`src/hdl/two_level_priority_task_deque_macros.svh`:
```
// ----------------------------------------------------------------------------
// Assertion macros for the two-level priority task deque
// Clocked implication checks with a synchronous active-low reset.
// ----------------------------------------------------------------------------
`ifndef TWO_LEVEL_PRIORITY_TASK_DEQUE_MACROS_SVH
`define TWO_LEVEL_PRIORITY_TASK_DEQUE_MACROS_SVH

// Same-cycle implication, checked outside reset.
`define TLPD_ASSERT_NOW(lbl, clk, rst_n, ante, cons, msg) \
    lbl: assert property (@(posedge clk) disable iff (!(rst_n)) (ante) |-> (cons)) \
        else $error(msg);

// Next-cycle implication, checked outside reset.
`define TLPD_ASSERT_NEXT(lbl, clk, rst_n, ante, cons, msg) \
    lbl: assert property (@(posedge clk) disable iff (!(rst_n)) (ante) |=> (cons)) \
        else $error(msg);

`endif

```
`src/hdl/tlpd_pkg.sv`:
```
// ----------------------------------------------------------------------------
// tlpd_pkg
// Shared types and constants of the two-level priority task deque.
// ----------------------------------------------------------------------------
package tlpd_pkg;

    localparam int DEPTH_DEF       = 16;
    localparam int HANDLE_BITS_DEF = 32;

    localparam int HANDLE_W   = 32;
    localparam int REF_W      = 32;
    localparam int LEVEL_W    = 2;
    localparam int TDATA_BITS = 72;

    localparam logic [LEVEL_W-1:0] HIGH_CODE_RESET = 2'd1;

    typedef enum logic {
        KIND_PUT = 1'b0,
        KIND_GET = 1'b1
    } t_kind;

    // One operation broadcast to every cell of the chain.
    typedef struct packed {
        logic push_front;
        logic push_back;
        logic pop;
    } t_chain_ctrl;

    typedef struct packed {
        logic               ok;
        logic [HANDLE_W-1:0] handle;
        logic [REF_W-1:0]    data_ref;
        logic [LEVEL_W-1:0]  level;
    } t_result;

endpackage

```
`src/hdl/tlpd_cell.sv`:
```
// ----------------------------------------------------------------------------
// tlpd_cell
// One deque slot: holds an entry and an occupied bit, and moves them to or
// from its neighbors when the front is pushed or popped, or takes the new word on a push to the back.
// ----------------------------------------------------------------------------
module tlpd_cell
    import tlpd_pkg::*;
#(
    parameter int SB = HANDLE_BITS_DEF
) (
    input  logic               i_clk,
    input  logic               i_rst_n,
    input  t_chain_ctrl        i_ctrl,
    input  logic [SB-1:0]      i_new_handle,
    input  logic [REF_W-1:0]   i_new_ref,
    input  logic [LEVEL_W-1:0] i_new_level,
    input  logic               i_prev_occ,
    input  logic [SB-1:0]      i_prev_handle,
    input  logic [REF_W-1:0]   i_prev_ref,
    input  logic [LEVEL_W-1:0] i_prev_level,
    input  logic               i_next_occ,
    input  logic [SB-1:0]      i_next_handle,
    input  logic [REF_W-1:0]   i_next_ref,
    input  logic [LEVEL_W-1:0] i_next_level,
    output logic               o_occ,
    output logic [SB-1:0]      o_handle,
    output logic [REF_W-1:0]   o_ref,
    output logic [LEVEL_W-1:0] o_level
);

    logic               r_occ, n_occ;
    logic [SB-1:0]      r_handle, n_handle;
    logic [REF_W-1:0]   r_ref, n_ref;
    logic [LEVEL_W-1:0] r_level, n_level;

    always_comb begin
        n_occ    = r_occ;
        n_handle = r_handle;
        n_ref    = r_ref;
        n_level  = r_level;
        if (i_ctrl.pop) begin
            n_occ    = i_next_occ;
            n_handle = i_next_handle;
            n_ref    = i_next_ref;
            n_level  = i_next_level;
        end else if (i_ctrl.push_front) begin
            n_occ    = i_prev_occ;
            n_handle = i_prev_handle;
            n_ref    = i_prev_ref;
            n_level  = i_prev_level;
        end else if (i_ctrl.push_back && i_prev_occ && !r_occ) begin
            // The first free slot behind the occupied run takes the new word.
            n_occ    = 1'b1;
            n_handle = i_new_handle;
            n_ref    = i_new_ref;
            n_level  = i_new_level;
        end
    end

    always_ff @(posedge i_clk) begin
        if (!i_rst_n) begin
            r_occ <= 1'b0;
        end else begin
            r_occ <= n_occ;
        end
    end

    always_ff @(posedge i_clk) begin
        r_handle <= n_handle;
        r_ref    <= n_ref;
        r_level  <= n_level;
    end

    assign o_occ    = r_occ;
    assign o_handle = r_handle;
    assign o_ref    = r_ref;
    assign o_level  = r_level;

endmodule

```
`src/hdl/tlpd_out_reg.sv`:
```
// ----------------------------------------------------------------------------
// tlpd_out_reg
// Result register of the master stream; holds a word while the sink stalls.
// ----------------------------------------------------------------------------
module tlpd_out_reg
    import tlpd_pkg::*;
(
    input  logic                  i_clk,
    input  logic                  i_rst_n,
    input  logic                  i_load,
    input  t_result               i_result,
    output logic                  o_can_load,
    output logic                  m_axis_tvalid,
    input  logic                  m_axis_tready,
    // Fields from bit 0: handle_out[31:0], data_ref_out[63:32],
    // level_out[65:64], zero fill.
    output logic [TDATA_BITS-1:0] m_axis_tdata,
    // Fields from bit 0: ok.
    output logic                  m_axis_tuser
);

    localparam int PAD_W = TDATA_BITS - HANDLE_W - REF_W - LEVEL_W;

    logic    r_valid, n_valid;
    t_result r_result;

    always_comb begin
        n_valid = r_valid;
        if (m_axis_tready) begin
            n_valid = 1'b0;
        end
        if (i_load) begin
            n_valid = 1'b1;
        end
    end

    always_ff @(posedge i_clk) begin
        if (!i_rst_n) begin
            r_valid <= 1'b0;
        end else begin
            r_valid <= n_valid;
        end
    end

    always_ff @(posedge i_clk) begin
        if (i_load) begin
            r_result <= i_result;
        end
    end

    assign o_can_load    = !r_valid || m_axis_tready;
    assign m_axis_tvalid = r_valid;
    assign m_axis_tdata  = {{PAD_W{1'b0}}, r_result.level, r_result.data_ref,
                            r_result.handle};
    assign m_axis_tuser  = r_result.ok;

endmodule

```
`src/hdl/two_level_priority_task_deque.sv`:
```
// ----------------------------------------------------------------------------
// Two-level priority task deque
// Bounded task queue kept in a chain of cells, front entry in cell zero.
// ----------------------------------------------------------------------------
// Usage:
//   The slave stream carries one operation per word: tuser is the kind
//   (put or get), tdata holds handle, data reference and priority. A put
//   whose priority equals the high code register goes in at the front,
//   any other put at the back; a get removes the front entry.
//   Every accepted word yields exactly one result word on the master
//   stream: tuser is ok, tdata the removed task (zero for a put or a miss).
//   The chain updates at the accepting edge and the result is registered.
//   Throughput is one word per cycle while the sink keeps up, set by the
//   cell chain shift and the one-word output register. When the sink
//   stalls, the output register holds its word and s_axis_tready drops
//   until the word is taken. Reset (synchronous, active low) empties the
//   queue and sets the high code to 1. The user writes the code by
//   i_cfg_we and i_cfg_wdata only while idle; the block does not enforce it.
// ----------------------------------------------------------------------------
`include "two_level_priority_task_deque_macros.svh"

module two_level_priority_task_deque
    import tlpd_pkg::*;
#(
    parameter int DEPTH       = DEPTH_DEF,
    parameter int HANDLE_BITS = HANDLE_BITS_DEF
) (
    input  logic                  i_clk,
    input  logic                  i_rst_n,
    input  logic                  i_cfg_we,
    input  logic [LEVEL_W-1:0]    i_cfg_wdata,
    input  logic                  s_axis_tvalid,
    output logic                  s_axis_tready,
    // Fields from bit 0: handle_in[31:0], data_ref_in[63:32],
    // level_in[65:64], zero fill.
    input  logic [TDATA_BITS-1:0] s_axis_tdata,
    // Fields from bit 0: kind.
    input  logic                  s_axis_tuser,
    output logic                  m_axis_tvalid,
    input  logic                  m_axis_tready,
    // Fields from bit 0: handle_out[31:0], data_ref_out[63:32],
    // level_out[65:64], zero fill.
    output logic [TDATA_BITS-1:0] m_axis_tdata,
    // Fields from bit 0: ok.
    output logic                  m_axis_tuser
);

    localparam int SB = (HANDLE_BITS < HANDLE_W) ? HANDLE_BITS : HANDLE_W;

    logic [LEVEL_W-1:0] r_high_code;

    logic               w_accept;
    logic               w_can_load;
    t_kind              w_kind;
    logic [HANDLE_W-1:0] w_in_handle;
    logic [REF_W-1:0]   w_in_ref;
    logic [LEVEL_W-1:0] w_in_level;
    logic               w_full;
    logic               w_empty;
    t_chain_ctrl        w_ctrl;
    t_result            w_result;

    logic [DEPTH-1:0]   w_occ;
    logic [SB-1:0]      w_handle [DEPTH];
    logic [REF_W-1:0]   w_ref    [DEPTH];
    logic [LEVEL_W-1:0] w_level  [DEPTH];

    always_ff @(posedge i_clk) begin
        if (!i_rst_n) begin
            r_high_code <= HIGH_CODE_RESET;
        end else if (i_cfg_we) begin
            r_high_code <= i_cfg_wdata;
        end
    end

    assign s_axis_tready = w_can_load;
    assign w_accept      = s_axis_tvalid && s_axis_tready;
    assign w_kind        = t_kind'(s_axis_tuser);
    assign w_in_handle   = s_axis_tdata[HANDLE_W-1:0];
    assign w_in_ref      = s_axis_tdata[HANDLE_W+REF_W-1:HANDLE_W];
    assign w_in_level    = s_axis_tdata[HANDLE_W+REF_W+LEVEL_W-1:HANDLE_W+REF_W];
    assign w_full        = w_occ[DEPTH-1];
    assign w_empty       = !w_occ[0];

    always_comb begin
        w_ctrl   = '0;
        w_result = '0;
        unique case (w_kind)
            KIND_PUT: begin
                if (w_accept && !w_full) begin
                    w_ctrl.push_front = (w_in_level == r_high_code);
                    w_ctrl.push_back  = (w_in_level != r_high_code);
                end
                w_result.ok = !w_full;
            end
            KIND_GET: begin
                w_ctrl.pop = w_accept && !w_empty;
                if (!w_empty) begin
                    w_result.ok       = 1'b1;
                    w_result.handle   = HANDLE_W'(w_handle[0]);
                    w_result.data_ref = w_ref[0];
                    w_result.level    = w_level[0];
                end
            end
            default: begin
                w_ctrl   = '0;
                w_result = '0;
            end
        endcase
    end

    for (genvar i = 0; i < DEPTH; i++) begin : g_cell
        logic               w_prev_occ;
        logic [SB-1:0]      w_prev_handle;
        logic [REF_W-1:0]   w_prev_ref;
        logic [LEVEL_W-1:0] w_prev_level;
        logic               w_next_occ;
        logic [SB-1:0]      w_next_handle;
        logic [REF_W-1:0]   w_next_ref;
        logic [LEVEL_W-1:0] w_next_level;

        // Cell zero sees the incoming word as an always-occupied left neighbor.
        if (i == 0) begin : g_head
            assign w_prev_occ    = 1'b1;
            assign w_prev_handle = w_in_handle[SB-1:0];
            assign w_prev_ref    = w_in_ref;
            assign w_prev_level  = w_in_level;
        end else begin : g_body
            assign w_prev_occ    = w_occ[i-1];
            assign w_prev_handle = w_handle[i-1];
            assign w_prev_ref    = w_ref[i-1];
            assign w_prev_level  = w_level[i-1];
        end

        if (i == DEPTH - 1) begin : g_tail
            assign w_next_occ    = 1'b0;
            assign w_next_handle = '0;
            assign w_next_ref    = '0;
            assign w_next_level  = '0;
        end else begin : g_link
            assign w_next_occ    = w_occ[i+1];
            assign w_next_handle = w_handle[i+1];
            assign w_next_ref    = w_ref[i+1];
            assign w_next_level  = w_level[i+1];
        end

        tlpd_cell #(
            .SB(SB)
        ) u_cell (
            .i_clk         (i_clk),
            .i_rst_n       (i_rst_n),
            .i_ctrl        (w_ctrl),
            .i_new_handle  (w_in_handle[SB-1:0]),
            .i_new_ref     (w_in_ref),
            .i_new_level   (w_in_level),
            .i_prev_occ    (w_prev_occ),
            .i_prev_handle (w_prev_handle),
            .i_prev_ref    (w_prev_ref),
            .i_prev_level  (w_prev_level),
            .i_next_occ    (w_next_occ),
            .i_next_handle (w_next_handle),
            .i_next_ref    (w_next_ref),
            .i_next_level  (w_next_level),
            .o_occ         (w_occ[i]),
            .o_handle      (w_handle[i]),
            .o_ref         (w_ref[i]),
            .o_level       (w_level[i])
        );
    end

    tlpd_out_reg u_out_reg (
        .i_clk         (i_clk),
        .i_rst_n       (i_rst_n),
        .i_load        (w_accept),
        .i_result      (w_result),
        .o_can_load    (w_can_load),
        .m_axis_tvalid (m_axis_tvalid),
        .m_axis_tready (m_axis_tready),
        .m_axis_tdata  (m_axis_tdata),
        .m_axis_tuser  (m_axis_tuser)
    );

    // Occupied cells always form one run starting at the front.
    `TLPD_ASSERT_NOW(a_occ_run, i_clk, i_rst_n, 1'b1, ((w_occ >> 1) & ~w_occ) == '0, "occupied cells not contiguous")
    // A put into a full queue is refused.
    `TLPD_ASSERT_NEXT(a_full_put, i_clk, i_rst_n, i_rst_n && w_accept && w_kind == KIND_PUT && w_full, !m_axis_tuser, "put on full queue reported ok")
    // A get on an empty queue returns no data.
    `TLPD_ASSERT_NEXT(a_empty_get, i_clk, i_rst_n, i_rst_n && w_accept && w_kind == KIND_GET && w_empty, m_axis_tdata == '0 && !m_axis_tuser, "get on empty queue returned data")
    // A stored put grows the queue by exactly one entry.
    `TLPD_ASSERT_NEXT(a_put_grow, i_clk, i_rst_n, i_rst_n && w_accept && w_kind == KIND_PUT && !w_full, $countones(w_occ) == $countones($past(w_occ)) + 1, "put did not add one entry")

endmodule

```
`config.mk`:
```
export PLATFORM = sky130hd
export DESIGN_NAME = two_level_priority_task_deque
export DESIGN_NICKNAME = d
export VERILOG_FILES = /design/src/hdl/tlpd_pkg.sv /design/src/hdl/tlpd_cell.sv /design/src/hdl/tlpd_out_reg.sv /design/src/hdl/two_level_priority_task_deque.sv
export VERILOG_INCLUDE_DIRS = /design/src /design/src/hdl
export SDC_FILE = /design/constraint.sdc
export NUM_CORES = 2
export LEC_CHECK = 0
export BUFFER_PORTS_ARGS = -buffer_cell sky130_fd_sc_hd__buf_2
export CAP_MARGIN = 0
export CELL_PAD_IN_SITES_DETAIL_PLACEMENT = 0
export CELL_PAD_IN_SITES_GLOBAL_PLACEMENT = 1
export CORE_ASPECT_RATIO = 0.7
export CORE_MARGIN = 8
export CORE_UTILIZATION = 45
export DETAILED_ROUTE_END_ITERATION = 10
export GPL_ROUTABILITY_DRIVEN = 0
export PLACE_DENSITY_LB_ADDON = 0.08
export RECOVER_POWER = 100
export SLEW_MARGIN = 40
export SYNTH_ARGS = -nofsm -noshare
export SYNTH_HDL_FRONTEND = slang
export SYNTH_HIERARCHICAL = 1
export SYNTH_SLANG_ARGS = --single-unit
```
`constraint.sdc`:
```
create_clock -name i_clk -period 9.2 [get_ports i_clk]
set_input_delay 1.84 -clock i_clk [delete_from_list [all_inputs] [get_ports i_clk]]
set_output_delay 1.84 -clock i_clk [all_outputs]
set_load 0.01 [all_outputs]
```
[After elaboration in Yosys (flattened, before gate mapping)]
Index checks and enable logic that the tools add are counted.
Cells by class
  multiply operators: 0
  shift-type cells: 0
  equality and inequality tests: 2
  div/mod/pow operators: 0
  reduce and logical (&&, ||, !) cells: 71
  $lt $le $gt $ge: 0
  mux-type cells: 195
  bitwise logic cells: 2
  add/subtract/negate cells: 0
Operator list (count)
  32-bit two-way mux: 94
  2-bit two-way mux: 49
  67-bit two-way mux: 1
  1-bit two-way mux: 50
  3-bit nonzero test: 15
  1-bit logical AND: 34
  1-bit logical NOT: 17
  2-bit nonzero test: 2
  2-bit == test: 1
  2-bit != test: 1
  1-bit NOT: 2
  1-bit one-hot mux with 2 select lines: 1
  2-bit AND reduction: 1
  2-bit OR reduction: 1
  1-bit logical OR: 1
Storage, ports and cells
  bits of input ports: 80
  bits in latches: 0
  output and inout port bits: 75
  bits in writable memories: 0
  memories: 0
  flip-flop bits (word level): 1142
  ROM bits: 0
  word-level logic and storage cells: 340

[Longest topological paths before layout]
  depth after elaboration: 11
  gate-level depth with buffers: 8
  depth with buffers taken out: 5

[Hierarchy]
Netlist, hierarchy kept.
Modules (own cells, without submodules)
  tlpd_cell: cells each 295, times used 16, area each 3428.3 µm², sequential area each 2001.9 µm²
  tlpd_out_reg: cells each 78, times used 1, area each 2109.5 µm², sequential area each 2031.9 µm²
  two_level_priority_task_deque: cells each 97, times used 1, area each 666.9 µm², sequential area each 40.0 µm²

[Worst setup path before layout]
No wires, ideal clock.
  path kind: input-to-reg
  from: input m_axis_tready
  to: register g_cell[0].u_cell.r_handle[0], enable pin
  path buffers: 0
  setup time: 0.582 ns
  stages: 5
  required time: 8.618 ns
  data arrival time: 8.084 ns
  slack: 0.535 ns
  cell sequence: nand2b_4 nand4bb_1 a21oi_1 nand2_1 o21ai_0
RTL lines
  start: declaration: line two_level_priority_task_deque.sv:40  | input logic m_axis_tready,
  end signal: assignment: line tlpd_cell.sv:69  | r_handle <= n_handle;
  end: declaration: line tlpd_cell.sv:32  | logic [SB-1:0] r_handle, n_handle;

==> impl_metrics.tcl <==
set metrics [dict create \
    drt_iter0_markers 2947 \
    r2r_slack_ns 3.35 \
    async_flop_share_pct 0 \
    ant_nets 0 \
    path_class "input port to flip-flop" \
    first_pass_iters 5 \
    crit_path_start "m_axis_tready" \
    vdd_ir_drop_max_uv 139.2 \
    synth_ff_type "edfxtp_1" \
    cts_resized 0 \
    start_kind "input port" \
    dieArea_sq_um 140000 \
    endpoint "g_cell[12].u_cell/o_handle[0]" \
    worst-path-max-fanout 70 \
    cp.required_ns 9.49 \
    grt_overflow 0 \
    drc 0 \
    fmax_mhz 148.3 \
    r2r-start "u_out_reg/m_axis_tvalid" \
    rsz0062_at_grt "false" \
    cts_buffer_depth 3 \
    rr_worst_depth 6 \
    yosysSeqAreaShare_pct 59.18 \
    yosys_warnings 6 \
    portBuffers 142 \
    tightest_slew_ns 2.983 \
    wl_met2_mm 57.34 \
    route.met3.wl_mm 4.966 \
    yosysUniqueCellTypes 27 \
    area_growth_syn_to_layout_pct 8.975 \
    hold_viol_final 0 \
    root_buffer "clkbuf_16" \
    vias_per_cell 5.424 \
    synth_commonest_cells "edfxtp_1 (1123), nand2_1 (1074), mux2i_1 (1058), o21ai_0 (769), o21ai_1 (304)" \
    ys_ff_latch 1142 \
    finClkSkew_ns 0.02459 \
    via_count 36330 \
    avgRoutedWirePerCell_microns 19.85 \
    power.density_nw_per_um2 187.4 \
    synth_edf_count 1123 \
    slew_headroom_pct -98.87 \
    violations "capacitance limit, slew limit" \
    finalNetCount 4991 \
    cts_tree "built" \
    cts.sinks 1142 \
    cts_setup_buffers 0 \
    htree_num_levels 3 \
    setup_tns_ns 0 \
    dpl_cell_area_sq_um 59370 \
    io_pins 155 \
    top_layer "met5" \
    setup_violations 0 \
    dieWidth_microns 443.7 \
    routed_wirelength_mm 133.0 \
    clk_pin_slew_ns 0.06 \
    die_y_microns 315.4 \
    rows 110 \
    drive_gt1_share_pct 6.109 \
    grt_max_degree 241 \
    syn_avg_cell_area_sq_um 11.77 \
    grt_first_pass_wirelength_mm 205.8 \
    ys_top_cells_by_area "edfxtp_1 (59%), mux2i_1 (18%), nand2_1 (7.0%)" \
    start_util_pct 45.07 \
    antenna_found_initial 15 \
    maxSlewViolCount 120 \
    synth.most_common_cell "edfxtp_1" \
    postCtsHoldBufs 0 \
    fin_crit_ns 6.743 \
    hp-class "flip-flop to flip-flop" \
    synthCells 4895 \
    leakage_uw 0.01806 \
    cap_violations 5 \
    status "complete, but fails checks" \
    core_area_sq_um 127900 \
    yosys.area.top_type "edfxtp_1" \
    worst_setup_path_end_kind "flip-flop" \
    met1_length_mm 68.17 \
    min_period_over_period_pct 73.29 \
    place_hpwl_mm 70.87 \
    synth.top_cell.area_share_pct 58.52 \
    cts-buffers-inserted 119 \
    clock_latency_ns 0.73 \
    grt_use_total_pct 18.35 \
    cp.arrival_ns 7.03 \
    reg2reg_to "g_cell[12].u_cell/o_handle[0]" \
    finalInstanceArea_sq_um 62800 \
    synth_area_sq_um 57630 \
    grt_pass1_vias 34070 \
]
[through the flow]
step / power (uW) / setup WS (ns) / std cells / util (%) / hold slack [ns]
after floorplan: 6980 / 0.5346 / 4967 / - / 0.4617
after global placement: 7282 / 3.170 / 6455 / 46.16 / 0.4945
after detailed placement: 7310 / 3.505 / 6467 / 46.43 / 0.5040
after CTS: 11980 / 4.298 / 6686 / 49.25 / 0.5261
after global routing: 12270 / 2.094 / 6692 / 49.11 / 0.5437
final: 11770 / 2.457 / 6698 / 49.12 / 0.5185
[layout by cell type (no fill, tap or decap), drive strengths merged, types with 19 or more instances in the layout]
cell    count
edfxtp   1123
clkinv     54
clkbuf    232
buf       134
conb       75
mux2i    1058
and3       67
nand2    1074
dfxtp      19
o21ai    1073
[per-layer routing]
layer,vias up,GRT usage [%]
met5,-,0
met4,2,3.570
met3,164,2.806
met2,484,27.22
met1,17790,28.55
li1,17890,-
[kinds of logic (layout without fill, tap and decap cells)]
family | Yosys count | after routing | share of synthesized area [%]
buffers and inverters | 389 | 431 | 4.290
AND/OR/NAND/NOR | 1194 | 1194 | 8.274
multiplexers | 1058 | 1058 | 18.38
other | 3 | 84 | 0.01954
XOR/XNOR | 2 | 2 | 0.03040
AO/OA/AOI/OAI | 1107 | 1107 | 9.833
flip-flops | 1142 | 1142 | 59.18
[state kept, by name (all words and copies together) (netlist names)]
name and count:
u_out_reg/m_axis_tdata 66, g_cell.u_cell/o_level 32, u_out_reg/m_axis_tuser 1, g_cell.u_cell/o_handle 512, g_cell.u_cell/o_ref 512, g_cell.u_cell/o_occ 16
u_out_reg/m_axis_tvalid 1, r_high_code 2
[critical path: stages]
cell      delay, ns
buf_2          0.07
nand2b_1       0.16
and2_0         2.06
and3_4         0.96
nor2_1         0.08
o21ai_0        0.15
clkbuf_1       1.62
[final cells by class]
class | count | area [sq um]
Sequential cell | 1142 | 34110
Inverter | 1 | 3.754
Fill cell | 11570 | 65060
Clock buffer | 155 | 3156
Timing Repair Buffer | 211 | 1549
Tap cell | 1680 | 2102
Multi-Input combinational cell | 3436 | 21410
Antenna cell | 9 | 22.52
Clock inverter | 64 | 447.9
[report_power, final]
part | internal (uW) | total [uW] | switching, uW
logic | 321 | 983 | 662
registers | 6070 | 6180 | 111
clock network | 2560 | 4610 | 2050
total | 8950 | 11800 | 2820
[how the worst min path moves through the flow]
stage	slack, ns	depth (start not counted)	to	start
3_3_place_gp	0.49	2	r_high_code[0]	r_high_code[0]
2_1_floorplan	0.46	2	r_high_code[0]	r_high_code[0]
6_report	0.52	2	r_high_code[0]	r_high_code[0]
5_1_grt	0.54	2	g_cell[14].u_cell/o_handle[8]	g_cell[15].u_cell/o_handle[8]
3_5_place_dp	0.50	2	r_high_code[0]	r_high_code[0]
4_1_cts	0.53	2	r_high_code[0]	r_high_code[0]
(Power assumes the default switching activity.)
